**src/sv/matrix_inverse_4x4_defines.svh**
```systemverilog
// ---------------------------------------------------------------------------
// matrix_inverse_4x4_defines.svh
// Assertion macros for the 4x4 matrix inverse block.
// ---------------------------------------------------------------------------
`ifndef MATRIX_INVERSE_4X4_DEFINES_SVH
`define MATRIX_INVERSE_4X4_DEFINES_SVH
`ifndef SYNTH
// Concurrent property, disabled while reset is asserted.
`define MI4_ASSERT(lbl, clk, rst, prop, msg) \
  lbl: assert property (@(posedge clk) disable iff (rst) prop) else $error(msg);
// Same, written as antecedent / consequent.
`define MI4_ASSERT_IMPL(lbl, clk, rst, ante, cons, msg) \
  lbl: assert property (@(posedge clk) disable iff (rst) (ante) |-> (cons)) else $error(msg);
`else
`define MI4_ASSERT(lbl, clk, rst, prop, msg)
`define MI4_ASSERT_IMPL(lbl, clk, rst, ante, cons, msg)
`endif
`endif

```
**src/sv/mi4_pkg.sv**
```systemverilog
`timescale 1ns / 1ps
// ---------------------------------------------------------------------------
// mi4_pkg
// Shared constants, command struct and cofactor term table.
// ---------------------------------------------------------------------------
package mi4_pkg;

  localparam int ELEM_WIDTH = 32;
  localparam int FRAC_BITS  = 16;
  localparam int MUL_W      = ELEM_WIDTH + 1;
  localparam int PROD_W     = 2 * MUL_W;
  localparam int COF_W      = 3 * ELEM_WIDTH + 4;
  localparam int CHUNKS     = (COF_W + ELEM_WIDTH - 1) / ELEM_WIDTH;
  localparam int CH_W       = $clog2(CHUNKS);
  localparam int ACC_W      = 4 * ELEM_WIDTH + 8;
  localparam int DV_W       = ACC_W + ELEM_WIDTH + 2 * FRAC_BITS;
  localparam int IT_W       = $clog2(ELEM_WIDTH);
  localparam int NUM_ELEMS  = 16;
  localparam int TERMS      = 6;

  typedef enum logic [1:0] {
    MUL_XY,
    MUL_ZTLO,
    MUL_ZTHI,
    MUL_ZC
  } mul_sel_t;

  typedef struct packed {
    logic            el_wr;
    logic [3:0]      el_addr;
    logic            ld_x;
    logic            ld_y;
    logic            ld_z;
    logic            z_neg;
    logic            ld_c;
    logic            t_ld;
    logic            mul_en;
    mul_sel_t        mul_sel;
    logic [CH_W-1:0] chunk;
    logic            acc_clr;
    logic            acc_add;
    logic            cof_wr;
    logic [3:0]      cof_addr;
    logic            det_ld;
    logic            div_init;
    logic            div_chk;
    logic            div_step;
    logic            emit;
    logic            last;
  } dp_cmd_t;

  typedef struct packed {
    logic [3:0] i0;
    logic [3:0] i1;
    logic [3:0] i2;
    logic       neg;
  } term_t;

  // Term j of the 3x3 minor behind adjugate entry k (k = col*4 + row of adj).
  // Element addresses are column-major: {col, row}.
  function automatic term_t cof_term(input logic [3:0] k, input logic [2:0] j);
    term_t      r;
    logic [1:0] rr [0:2];
    logic [1:0] cc [0:2];
    logic [1:0] p0;
    logic [1:0] p1;
    logic [1:0] p2;
    logic       par;
    int         n;
    int         m;
    n = 0;
    m = 0;
    for (int a = 0; a < 4; a++) begin
      if (2'(a) != k[3:2]) begin
        rr[n] = 2'(a);
        n++;
      end
      if (2'(a) != k[1:0]) begin
        cc[m] = 2'(a);
        m++;
      end
    end
    case (j)
      3'd0: begin p0 = 2'd0; p1 = 2'd1; p2 = 2'd2; par = 1'b0; end
      3'd1: begin p0 = 2'd1; p1 = 2'd2; p2 = 2'd0; par = 1'b0; end
      3'd2: begin p0 = 2'd2; p1 = 2'd0; p2 = 2'd1; par = 1'b0; end
      3'd3: begin p0 = 2'd0; p1 = 2'd2; p2 = 2'd1; par = 1'b1; end
      3'd4: begin p0 = 2'd2; p1 = 2'd1; p2 = 2'd0; par = 1'b1; end
      default: begin p0 = 2'd1; p1 = 2'd0; p2 = 2'd2; par = 1'b1; end
    endcase
    r.i0  = {cc[p0], rr[0]};
    r.i1  = {cc[p1], rr[1]};
    r.i2  = {cc[p2], rr[2]};
    r.neg = par ^ k[2] ^ k[0];
    return r;
  endfunction

endpackage

```
**src/sv/mi4_ctrl.sv**
```systemverilog
`timescale 1ns / 1ps
// ---------------------------------------------------------------------------
// mi4_ctrl
// Sequencer: load, cofactor, determinant and division phases.
// ---------------------------------------------------------------------------
module mi4_ctrl
  import mi4_pkg::*;
(
  input  logic    clk,
  input  logic    rst,
  input  logic    start,
  output logic    busy,
  output dp_cmd_t cmd
);

  typedef enum logic [4:0] {
    ST_LOAD,
    ST_C_RX, ST_C_RY, ST_C_RZ, ST_C_MXY, ST_C_T, ST_C_ML, ST_C_MH, ST_C_AH, ST_C_WR,
    ST_D_RD, ST_D_LD, ST_D_MUL, ST_D_ADD, ST_D_FIN,
    ST_V_RD, ST_V_INIT, ST_V_CHK, ST_V_IT, ST_V_EMIT
  } state_t;

  state_t          state;
  logic [3:0]      load_count;
  logic [3:0]      k;
  logic [2:0]      j;
  logic [CH_W-1:0] h;
  logic [IT_W-1:0] it;
  term_t           term;

  assign term = cof_term(k, j);
  assign busy = (state != ST_LOAD);

  always_ff @(posedge clk) begin
    if (rst) begin
      state      <= ST_LOAD;
      load_count <= '0;
      k          <= '0;
      j          <= '0;
      h          <= '0;
      it         <= '0;
    end else begin
      unique case (state)
        ST_LOAD: begin
          if (start) begin
            load_count <= load_count + 4'd1;
            if (load_count == 4'(NUM_ELEMS - 1)) begin
              state <= ST_C_RX;
              k     <= '0;
              j     <= '0;
            end
          end
        end
        ST_C_RX:  state <= ST_C_RY;
        ST_C_RY:  state <= ST_C_RZ;
        ST_C_RZ:  state <= ST_C_MXY;
        ST_C_MXY: state <= ST_C_T;
        ST_C_T:   state <= ST_C_ML;
        ST_C_ML:  state <= ST_C_MH;
        ST_C_MH:  state <= ST_C_AH;
        ST_C_AH: begin
          if (j == 3'(TERMS - 1)) begin
            j     <= '0;
            state <= ST_C_WR;
          end else begin
            j     <= j + 3'd1;
            state <= ST_C_RX;
          end
        end
        ST_C_WR: begin
          if (k == 4'(NUM_ELEMS - 1)) begin
            k     <= '0;
            h     <= '0;
            state <= ST_D_RD;
          end else begin
            k     <= k + 4'd1;
            state <= ST_C_RX;
          end
        end
        ST_D_RD:  state <= ST_D_LD;
        ST_D_LD:  state <= ST_D_MUL;
        ST_D_MUL: state <= ST_D_ADD;
        ST_D_ADD: begin
          if (h == CH_W'(CHUNKS - 1)) begin
            h <= '0;
            if (k == 4'd3) begin
              k     <= '0;
              state <= ST_D_FIN;
            end else begin
              k     <= k + 4'd1;
              state <= ST_D_RD;
            end
          end else begin
            h     <= h + 1'b1;
            state <= ST_D_MUL;
          end
        end
        ST_D_FIN:  state <= ST_V_RD;
        ST_V_RD:   state <= ST_V_INIT;
        ST_V_INIT: state <= ST_V_CHK;
        ST_V_CHK: begin
          it    <= '0;
          state <= ST_V_IT;
        end
        ST_V_IT: begin
          if (it == IT_W'(ELEM_WIDTH - 1)) begin
            state <= ST_V_EMIT;
          end else begin
            it <= it + 1'b1;
          end
        end
        ST_V_EMIT: begin
          if (k == 4'(NUM_ELEMS - 1)) begin
            k     <= '0;
            state <= ST_LOAD;
          end else begin
            k     <= k + 4'd1;
            state <= ST_V_RD;
          end
        end
        default: state <= ST_LOAD;
      endcase
    end
  end

  always_comb begin
    cmd          = '0;
    cmd.mul_sel  = MUL_XY;
    cmd.el_addr  = term.i0;
    cmd.cof_addr = k;
    unique case (state)
      ST_LOAD: begin
        cmd.el_addr = load_count;
        cmd.el_wr   = start;
      end
      ST_C_RX: begin
        cmd.el_addr = term.i0;
        cmd.acc_clr = (j == 3'd0);
      end
      ST_C_RY: begin
        cmd.ld_x    = 1'b1;
        cmd.el_addr = term.i1;
      end
      ST_C_RZ: begin
        cmd.ld_y    = 1'b1;
        cmd.el_addr = term.i2;
      end
      ST_C_MXY: begin
        cmd.ld_z    = 1'b1;
        cmd.z_neg   = term.neg;
        cmd.mul_en  = 1'b1;
        cmd.mul_sel = MUL_XY;
      end
      ST_C_T: cmd.t_ld = 1'b1;
      ST_C_ML: begin
        cmd.mul_en  = 1'b1;
        cmd.mul_sel = MUL_ZTLO;
      end
      ST_C_MH: begin
        cmd.acc_add = 1'b1;
        cmd.chunk   = CH_W'(0);
        cmd.mul_en  = 1'b1;
        cmd.mul_sel = MUL_ZTHI;
      end
      ST_C_AH: begin
        cmd.acc_add = 1'b1;
        cmd.chunk   = CH_W'(1);
      end
      ST_C_WR: cmd.cof_wr = 1'b1;
      ST_D_RD: begin
        cmd.el_addr  = {2'b00, k[1:0]};
        cmd.cof_addr = {k[1:0], 2'b00};
        cmd.acc_clr  = (k == 4'd0);
      end
      ST_D_LD: begin
        cmd.ld_z = 1'b1;
        cmd.ld_c = 1'b1;
      end
      ST_D_MUL: begin
        cmd.mul_en  = 1'b1;
        cmd.mul_sel = MUL_ZC;
        cmd.chunk   = h;
      end
      ST_D_ADD: begin
        cmd.acc_add = 1'b1;
        cmd.chunk   = h;
      end
      ST_D_FIN:  cmd.det_ld   = 1'b1;
      ST_V_RD:   cmd.cof_addr = k;
      ST_V_INIT: cmd.div_init = 1'b1;
      ST_V_CHK:  cmd.div_chk  = 1'b1;
      ST_V_IT:   cmd.div_step = 1'b1;
      ST_V_EMIT: begin
        cmd.emit = 1'b1;
        cmd.last = (k == 4'(NUM_ELEMS - 1));
      end
      default: cmd = '0;
    endcase
  end

endmodule

```
**config.mk**
```make
export PLATFORM = sky130hd
export DESIGN_NAME = mi4_ctrl
export DESIGN_NICKNAME = d
export VERILOG_FILES = /design/src/sv/matrix_inverse_4x4_defines.svh /design/src/sv/mi4_pkg.sv /design/src/sv/mi4_ctrl.sv
export SDC_FILE = /design/constraint.sdc
export NUM_CORES = 1
export LEC_CHECK = 0
export BUFFER_PORTS_ARGS = -buffer_cell sky130_fd_sc_hd__buf_2
export CORE_MARGIN = 5
export CORE_UTILIZATION = 59
export CTS_CLUSTER_SIZE = 8
export DETAILED_ROUTE_END_ITERATION = 8
export PLACE_DENSITY = 0.9
export SKIP_LAST_GASP = 1
export SYNTH_ARGS = -nofsm -noshare
export SYNTH_HDL_FRONTEND = slang
export SYNTH_SLANG_ARGS = --single-unit
```
**constraint.sdc**
```tcl
create_clock -name clk -period 4.2 [get_ports clk]
set_input_delay 0.42 -clock clk [delete_from_list [all_inputs] [get_ports clk]]
set_output_delay 0.42 -clock clk [all_outputs]
set_load 0.1 [all_outputs]
```
* Word-level counts from Yosys, hierarchy flattened
Cells that the tools add are included.
** Operators by class
- Shift-type cells :: 0
- Equality and inequality tests :: 41
- Divide/modulo/power cells :: 0
- Reduce and logical (&&, ||, !) cells :: 35
- Muxes and demuxes :: 82
- Bitwise gates (word level) :: 25
- $lt $le $gt $ge :: 15
- $mul :: 0
- Add/sub/neg operators :: 9
** Operators with widths (count)
- $ge 32x3->1 const B :: 6
- $lt 32x1->1 const B :: 6
- $not 32->32 :: 6
- $add 32x2->32 const B :: 4
- $mux 32 :: 4
- $pmux 5 s20 :: 1
- $eq 5x4->1 const B :: 8
- $mux 6 :: 6
- $mux 2 :: 17
- $mux 4 :: 8
- $eq 5x5->1 const B :: 5
- $mux 5 :: 5
- $demux 2 s2 :: 6
- $eq 5x3->1 const B :: 4
- $pmux 2 s2 :: 5
- $pmux 4 s5 :: 1
- $reduce_or 19->1 :: 1
- $reduce_or 2->1 :: 9
- $mux 1 :: 16
- $reduce_or 16->1 :: 1
- $and 3x3->3 :: 4
- $bmux 2 s2 :: 3
- $mux 3 :: 4
- $ne 2x2->1 const B :: 6
- other kinds (37) :: 71
** Word-level totals
- Memories :: 0
- Bits in registers :: 23
- RAM bits :: 0
- Bits in read-only memories :: 0
- Bits in latches :: 0

* Logic depth before layout (Yosys ltp)
Gate-level depths: netlist of the first run.
- Word-level depth :: 18
- Mapped depth :: 8

* Least setup slack after synthesis of the first run
Ideal clock, no wire load.
- Path kind :: flip-flop to output port
- Start :: register state[4]
- End :: output cmd[25] in the netlist's numbering
- Path buffers :: 2
- Setup slack :: 436 ps
- Arrival :: 3344 ps
- Cell stages (with the launch flop) :: 7
- Required time :: 3780 ps
- Path through :: dfxtp_1 > buf_4 > or3b_1 > buf_2 > nor2_1 > a32oi_1 > nand3_1
** RTL lines
- from (decl) :: line mi4_ctrl.sv:23 : state_t state;
- from (signal assigned) :: line mi4_ctrl.sv:36 : state <= ST_LOAD;
- from (signal assigned) :: line mi4_ctrl.sv:48 : state <= ST_C_RX;
- from (signal assigned) :: line mi4_ctrl.sv:54 : ST_C_RX: state <= ST_C_RY;
- to (decl) :: line mi4_ctrl.sv:13 : output dp_cmd_t cmd

==> results of run 1 <==
## area by class of cell
| class | instances | area (um^2) | share of cell area [%] |
|---|---|---|---|
| Multi-Input combinational cell | 231 | 1563 | 66.86 |
| Sequential cell | 23 | 460.4 | 19.70 |
| Timing Repair Buffer | 32 | 160.2 | 6.852 |
| Tap cell | 48 | 60.06 | 2.570 |
| Inverter | 13 | 48.80 | 2.088 |
| Clock buffer | 4 | 45.04 | 1.927 |
## cells in the mapped netlist, types with 3 or more instances
library cell	count
dfxtp_1	23
nor2_1	41
mux2i_1	5
a22oi_1	6
and3_1	3
xnor2_1	8
buf_2	10
nor3_1	17
and2_1	4
nand4_1	3
clkbuf_1	11
nor3b_1	3
inv_1	13
o21ai_0	13
nor3_2	3
ha_1	12
xor2_1	4
mux2_2	3
nand2_1	16
a21oi_1	13
nand2b_1	6
a31oi_1	3
nand3_1	10
nor2b_1	7
## power by group through the flow
stage | registers [W] | clock network, W | logic, W
final | 0.000246 | 0.000144 | 0.000244
after CTS | 0.000245 | 0.000145 | 0.000244
after detailed placement | 0.000250 | 0 | 0.000243
after global placement | 0.000250 | 0 | 0.000240
after global routing | 0.000248 | 0.000157 | 0.000255
after floorplan | 0.000235 | 0 | 0.000230
## metrics by stage
stage	area, um^2	instances	hold slack, ps	util (%)
after floorplan	2205	293	449.2	-
after global placement	2292	347	463.3	63.09
after detailed placement	2292	347	473.5	63.09
after CTS	2337	351	484.6	64.33
after global routing	2337	351	512.7	64.33
final	2337	351	479.9	64.33
## sequential cells by signal, summed over array words and instances, names as in the netlist
register    count
it              5
state           5
k               4
load_count      4
j               3
h               2
## routing by layer
metal	vias to the layer above	GRT usage, %	routed length (um)
met3	16	2.841	332
met5	-	0	0
li1	1061	-	-
met2	82	38.41	2737
met1	1034	29.42	2453
met4	0	8.142	104
## critical path, stage by stage, from the launching register on
cell and delay [ps]:
dfxtp_1 790, or3b_1 560, nor2_1 410, a32o_1 260, buf_2 430
## cells by family after synthesis
group,share of synthesized area (%)
buf+inv,8.229
fa+ha+maj,6.810
xor+xnor,4.767
simple gates,31.50
compound gates,24.01
mux,3.802
flops,20.89
## how the worst min path moves through the flow
stage                 end  slack [ps]
floorplan           it[1]         450
global placement    it[1]         460
global route        it[1]         510
CTS                 it[1]         480
finish              it[1]         480
detailed placement  it[1]         470
==> impl_metrics.toml, run 1 <==
[status]
outcome = "finished clean"

[clocking]
ctsResizeCount = 0
ctsHoldBuffers = 0
post_cts_buffers = 0
insertion_delay_ps = 270
cts_sinks = 23
path_clk_slew_ps = 80
root_buffer = "clkbuf_8"
cts_buffer_depth = 2
tritoncts = "built"
numCtsBuffers = 3
ctsHtreeMaxLevel = 1

[power]
leakagePower_nw = 0.9231
combinationalPowerShare_pct = 38.5
vdd.ir_drop.worst_mv = 0.1994
power_density_nw_per_um2 = 271.3
p_int_w = 0.0003399
p_clk_share_pct = 22.7
power_w = 0.0006341
switching_share_pct = 46.40
p_switching_w = 0.0002942
seq_power_share_pct = 38.8

[critical_path]
reg2reg_depth = 4
cp-end-kind = "output pin"
path_class = "reg2out"
cp.required_ps = 3780
cp_max_fo = 20
r2r_setup_slack_ps = 1990
cp-start-kind = "flip-flop"
endpoint = "cmd[12]"
r2r-end = "state[1]"
crit_start = "state[1]"
r2r_start = "state[3]"
arrival_ps = 2730

[floorplan]
die_w_um = 71.13
die-area_um2 = 5059
die_h_um = 71.13
io_pins = 33
start_util_pct = 60.67
num_rows = 22
core_area_um2 = 3633

[worst_hold_path]
min_from = "it[1]"
holdCritPathClass = "reg2reg"
hold_path_depth = 2

[detailed_routing]
routed_wl_um = 5627
drt_iter0_drc = 373
drc_errors = 0
vias_per_cell = 6.248
firstDrtPassIters = 5
antenna_left = 0
wire_per_inst_um = 16.03
vias = 2193

[sta]
tightest_slew_ps = 794.3
drv_slew = 0
finalSetupViolCount = 0
fmax_ghz = 0.3172
period_needed_ps = 3153
relSlewSlack_pct = 46.97
finClkSkew_ps = 8.114
rsz0062_at_grt = "false"
finalSetupTns_ps = 0
fin_crit_sh_pct = 75.07
hold_viol_final = 0
timing.final.ws_setup_ps = 1047

[placement]
place.gp.congestion = 0.8942
hpwl_um = 4076
port_buffers = 32
post-place-ws_ps = 1397

[logic_synthesis]
synth_edf_count = 0
synthArstFlopShare_pct = 0
yosysUniqueCellTypes = 66
synth_area_um2 = 2205
netlist.area_leader.share_pct = 20.89
syn-num-nets = 308
ys_seq_area_share_pct = 20.89
ys.flop_type = "dfxtp_1"
netlist_instances = 293
yosysWarnings = 0
synthTopCellsByArea = "dfxtp_1 (21%), nor2_1 (7.0%), ha_1 (6.8%)"
synth-seq-cells = 23
synth_top_area_cell = "dfxtp_1"
synth_area_per_cell_um2 = 7.524

[layout]
antenna_cells = 0
nets = 319
syn_to_final_growth_pct = 6.016
nFillCells = 337
layout_common_cells = "nor2_1 (41), buf_2 (32), dfxtp_1 (23), nor3_1 (17), nand2_1 (16)"
layout-drive-gt1-share_pct = 16.83
mostFrequentLayoutCell = "nor2_1"

[global_routing]
grt_overflow = 0
grt_pass1_vias = 2008
antenna_found_initial = 0
grt_max_degree = 26
grt_usage_pct = 22.67
grt_pass1_wl_um = 9494

[flow_run]
max_cap_violations = 0
Power figures use the tool's default switching activity.
==> inputs of run 2 (changes only) <==
CORE_UTILIZATION = 52   (was 59)
PLACE_DENSITY = 0.85   (was 0.9)
clock period = 2.75 ns   (was 4.2 ns; I/O delays follow)
==> impl_metrics.toml, run 2 (synthesis gave the netlist of run 1 again) <==
[status]
outcome = "finished clean"

[layout]
layout_common_cells = "nor2_1 (40), buf_2 (25), dfxtp_1 (22), nand2_1 (16)"
layout-drive-gt1-share_pct = 22.36
utilization_pct = 62.69
top_regs = "it: 5 flops, state: 5 flops"
syn_to_final_growth_pct = 15.38
nFillCells = 361
antenna_cells = 0
fin_area_um2 = 2544
mostFrequentLayoutCell = "nor2_1"
nets = 329
stdcell_count = 363

[power]
vdd.ir_drop.worst_mv = 0.4013
leakagePower_nw = 0.9958
power_density_nw_per_um2 = 414.2

[clocking]
numCtsBuffers = 3
root_buffer = "clkbuf_8"
ctsHtreeMaxLevel = 1
ctsHoldBuffers = 0
cts_buffer_depth = 2
cts_sinks = 23
tritoncts = "built"
post_cts_buffers = 0
insertion_delay_ps = 270
path_clk_slew_ps = 80

[placement]
port_buffers = 32
placed_cells = 359
hpwl_um = 4210
post-place-ws_ps = 234.9
place.gp.congestion = 0.9389
place_area_um2 = 2489

[sta]
drv_slew = 0
period_needed_ps = 2615
hold_viol_final = 0
finClkSkew_ps = 1.913
finalSetupViolCount = 0
fmax_ghz = 0.3824
timing.final.ws_setup_ps = 134.9
tightest_slew_ps = 515.2
rsz0062_at_grt = "false"
fin_crit_sh_pct = 95.09
relSlewSlack_pct = 65.60

[flow_run]
max_cap_violations = 0

[global_routing]
antenna_found_initial = 0
grt_pass1_wl_um = 9446
grt_usage_pct = 21.19
grt_use_met2_pct = 32.50
groute.layer.met1.usage_pct = 29.23
grt.busiest_layer = "met2"
grt_overflow = 0
grt_use_met3_pct = 4.539
grt_max_degree = 26
grt_pass1_vias = 2026

[floorplan]
core_area_um2 = 4058
start_util_pct = 54.33
num_rows = 23
die-area_um2 = 5642
io_pins = 33
die_w_um = 75.11
die_h_um = 75.11

[detailed_routing]
routed_wl_um = 5724
vias_per_cell = 6.149
antenna_left = 0
drc_errors = 0
vias = 2232
drt_iter0_drc = 249
firstDrtPassIters = 5
wire_per_inst_um = 15.77

[critical_path]
path_class = "reg2out"
cp_max_fo = 8
cp.required_ps = 2480
cp-start-kind = "flip-flop"
cp-end-kind = "output pin"
arrival_ps = 2340

[worst_hold_path]
holdCritPathClass = "in2reg"
-- run 2: cell types whose count changed in the layout (fill, tap and decap cells not counted), moves of 4 or more --
cell    before  now
nor3_1      17   13
buf_2       32   25
buf_12       0    6
buf_4        0   11
nor3_2       3    7
-- run 2: critical path, cell delays in order, from the launching register on --
cell and delay (ps):
dfxtp_4 400, inv_1 80, ha_1 240, ha_1 280
nor2b_1 160, mux2_2 260, mux2_2 260, nand2_1 60
nand3_1 80, buf_4 240
-- run 2: stage by stage --
step,hold slack [ps],total power (W),setup TNS (ps)
floorplan,449.2,0.0007144,-984.3
CTS,442.7,0.001055,0
finish,445.4,0.001054,0
global route,473.7,0.001094,0
global placement,465.1,0.0008320,0
detailed placement,472.7,0.0008342,0
-- run 2: area by class of cell --
class / count / area, um^2 / share of cell area (%)
clock buffer: 3 / 41.29 / 1.623
clock inverter: 1 / 7.507 / 0.2951
inverter: 13 / 48.80 / 1.918
multi-input combinational: 231 / 1592 / 62.57
sequential: 23 / 464.2 / 18.25
tap: 50 / 62.56 / 2.459
timing repair buffer: 42 / 327.8 / 12.89
-- run 2: layer usage --
metal | wire, um | vias up
met2 | 2591 | 107
met3 | 475 | 17
li1 | - | 1086
met1 | 2532 | 1022
met5 | 0 | -
met4 | 125 | 0
-- run 2: report_power, final --
| part | internal (W) | total (W) | switching [W] | leakage (nW) |
|---|---|---|---|---|
| Clock | 0.000103 | 0.000223 | 0.000120 | 0.0217 |
| Sequential | 0.000343 | 0.000355 | 0.0000120 | 0.186 |
| Combinational | 0.000135 | 0.000476 | 0.000341 | 0.788 |
-- run 2: timing repair --
item	CTS	global route
pin swaps	0	0
hold endpoints to repair	0	0
resized for setup	2	2
setup endpoints to repair	1	1
-- run 2: final timing paths --
path | slack, ps | cells after the start | end | from
min reg2reg | 480 | 2 | it[1] | it[1]
max | 130 | 9 | cmd[27] | k[1]
min | 450 | 2 | load_count[2] | rst
max reg2reg | 590 | 6 | k[2] | state[4]
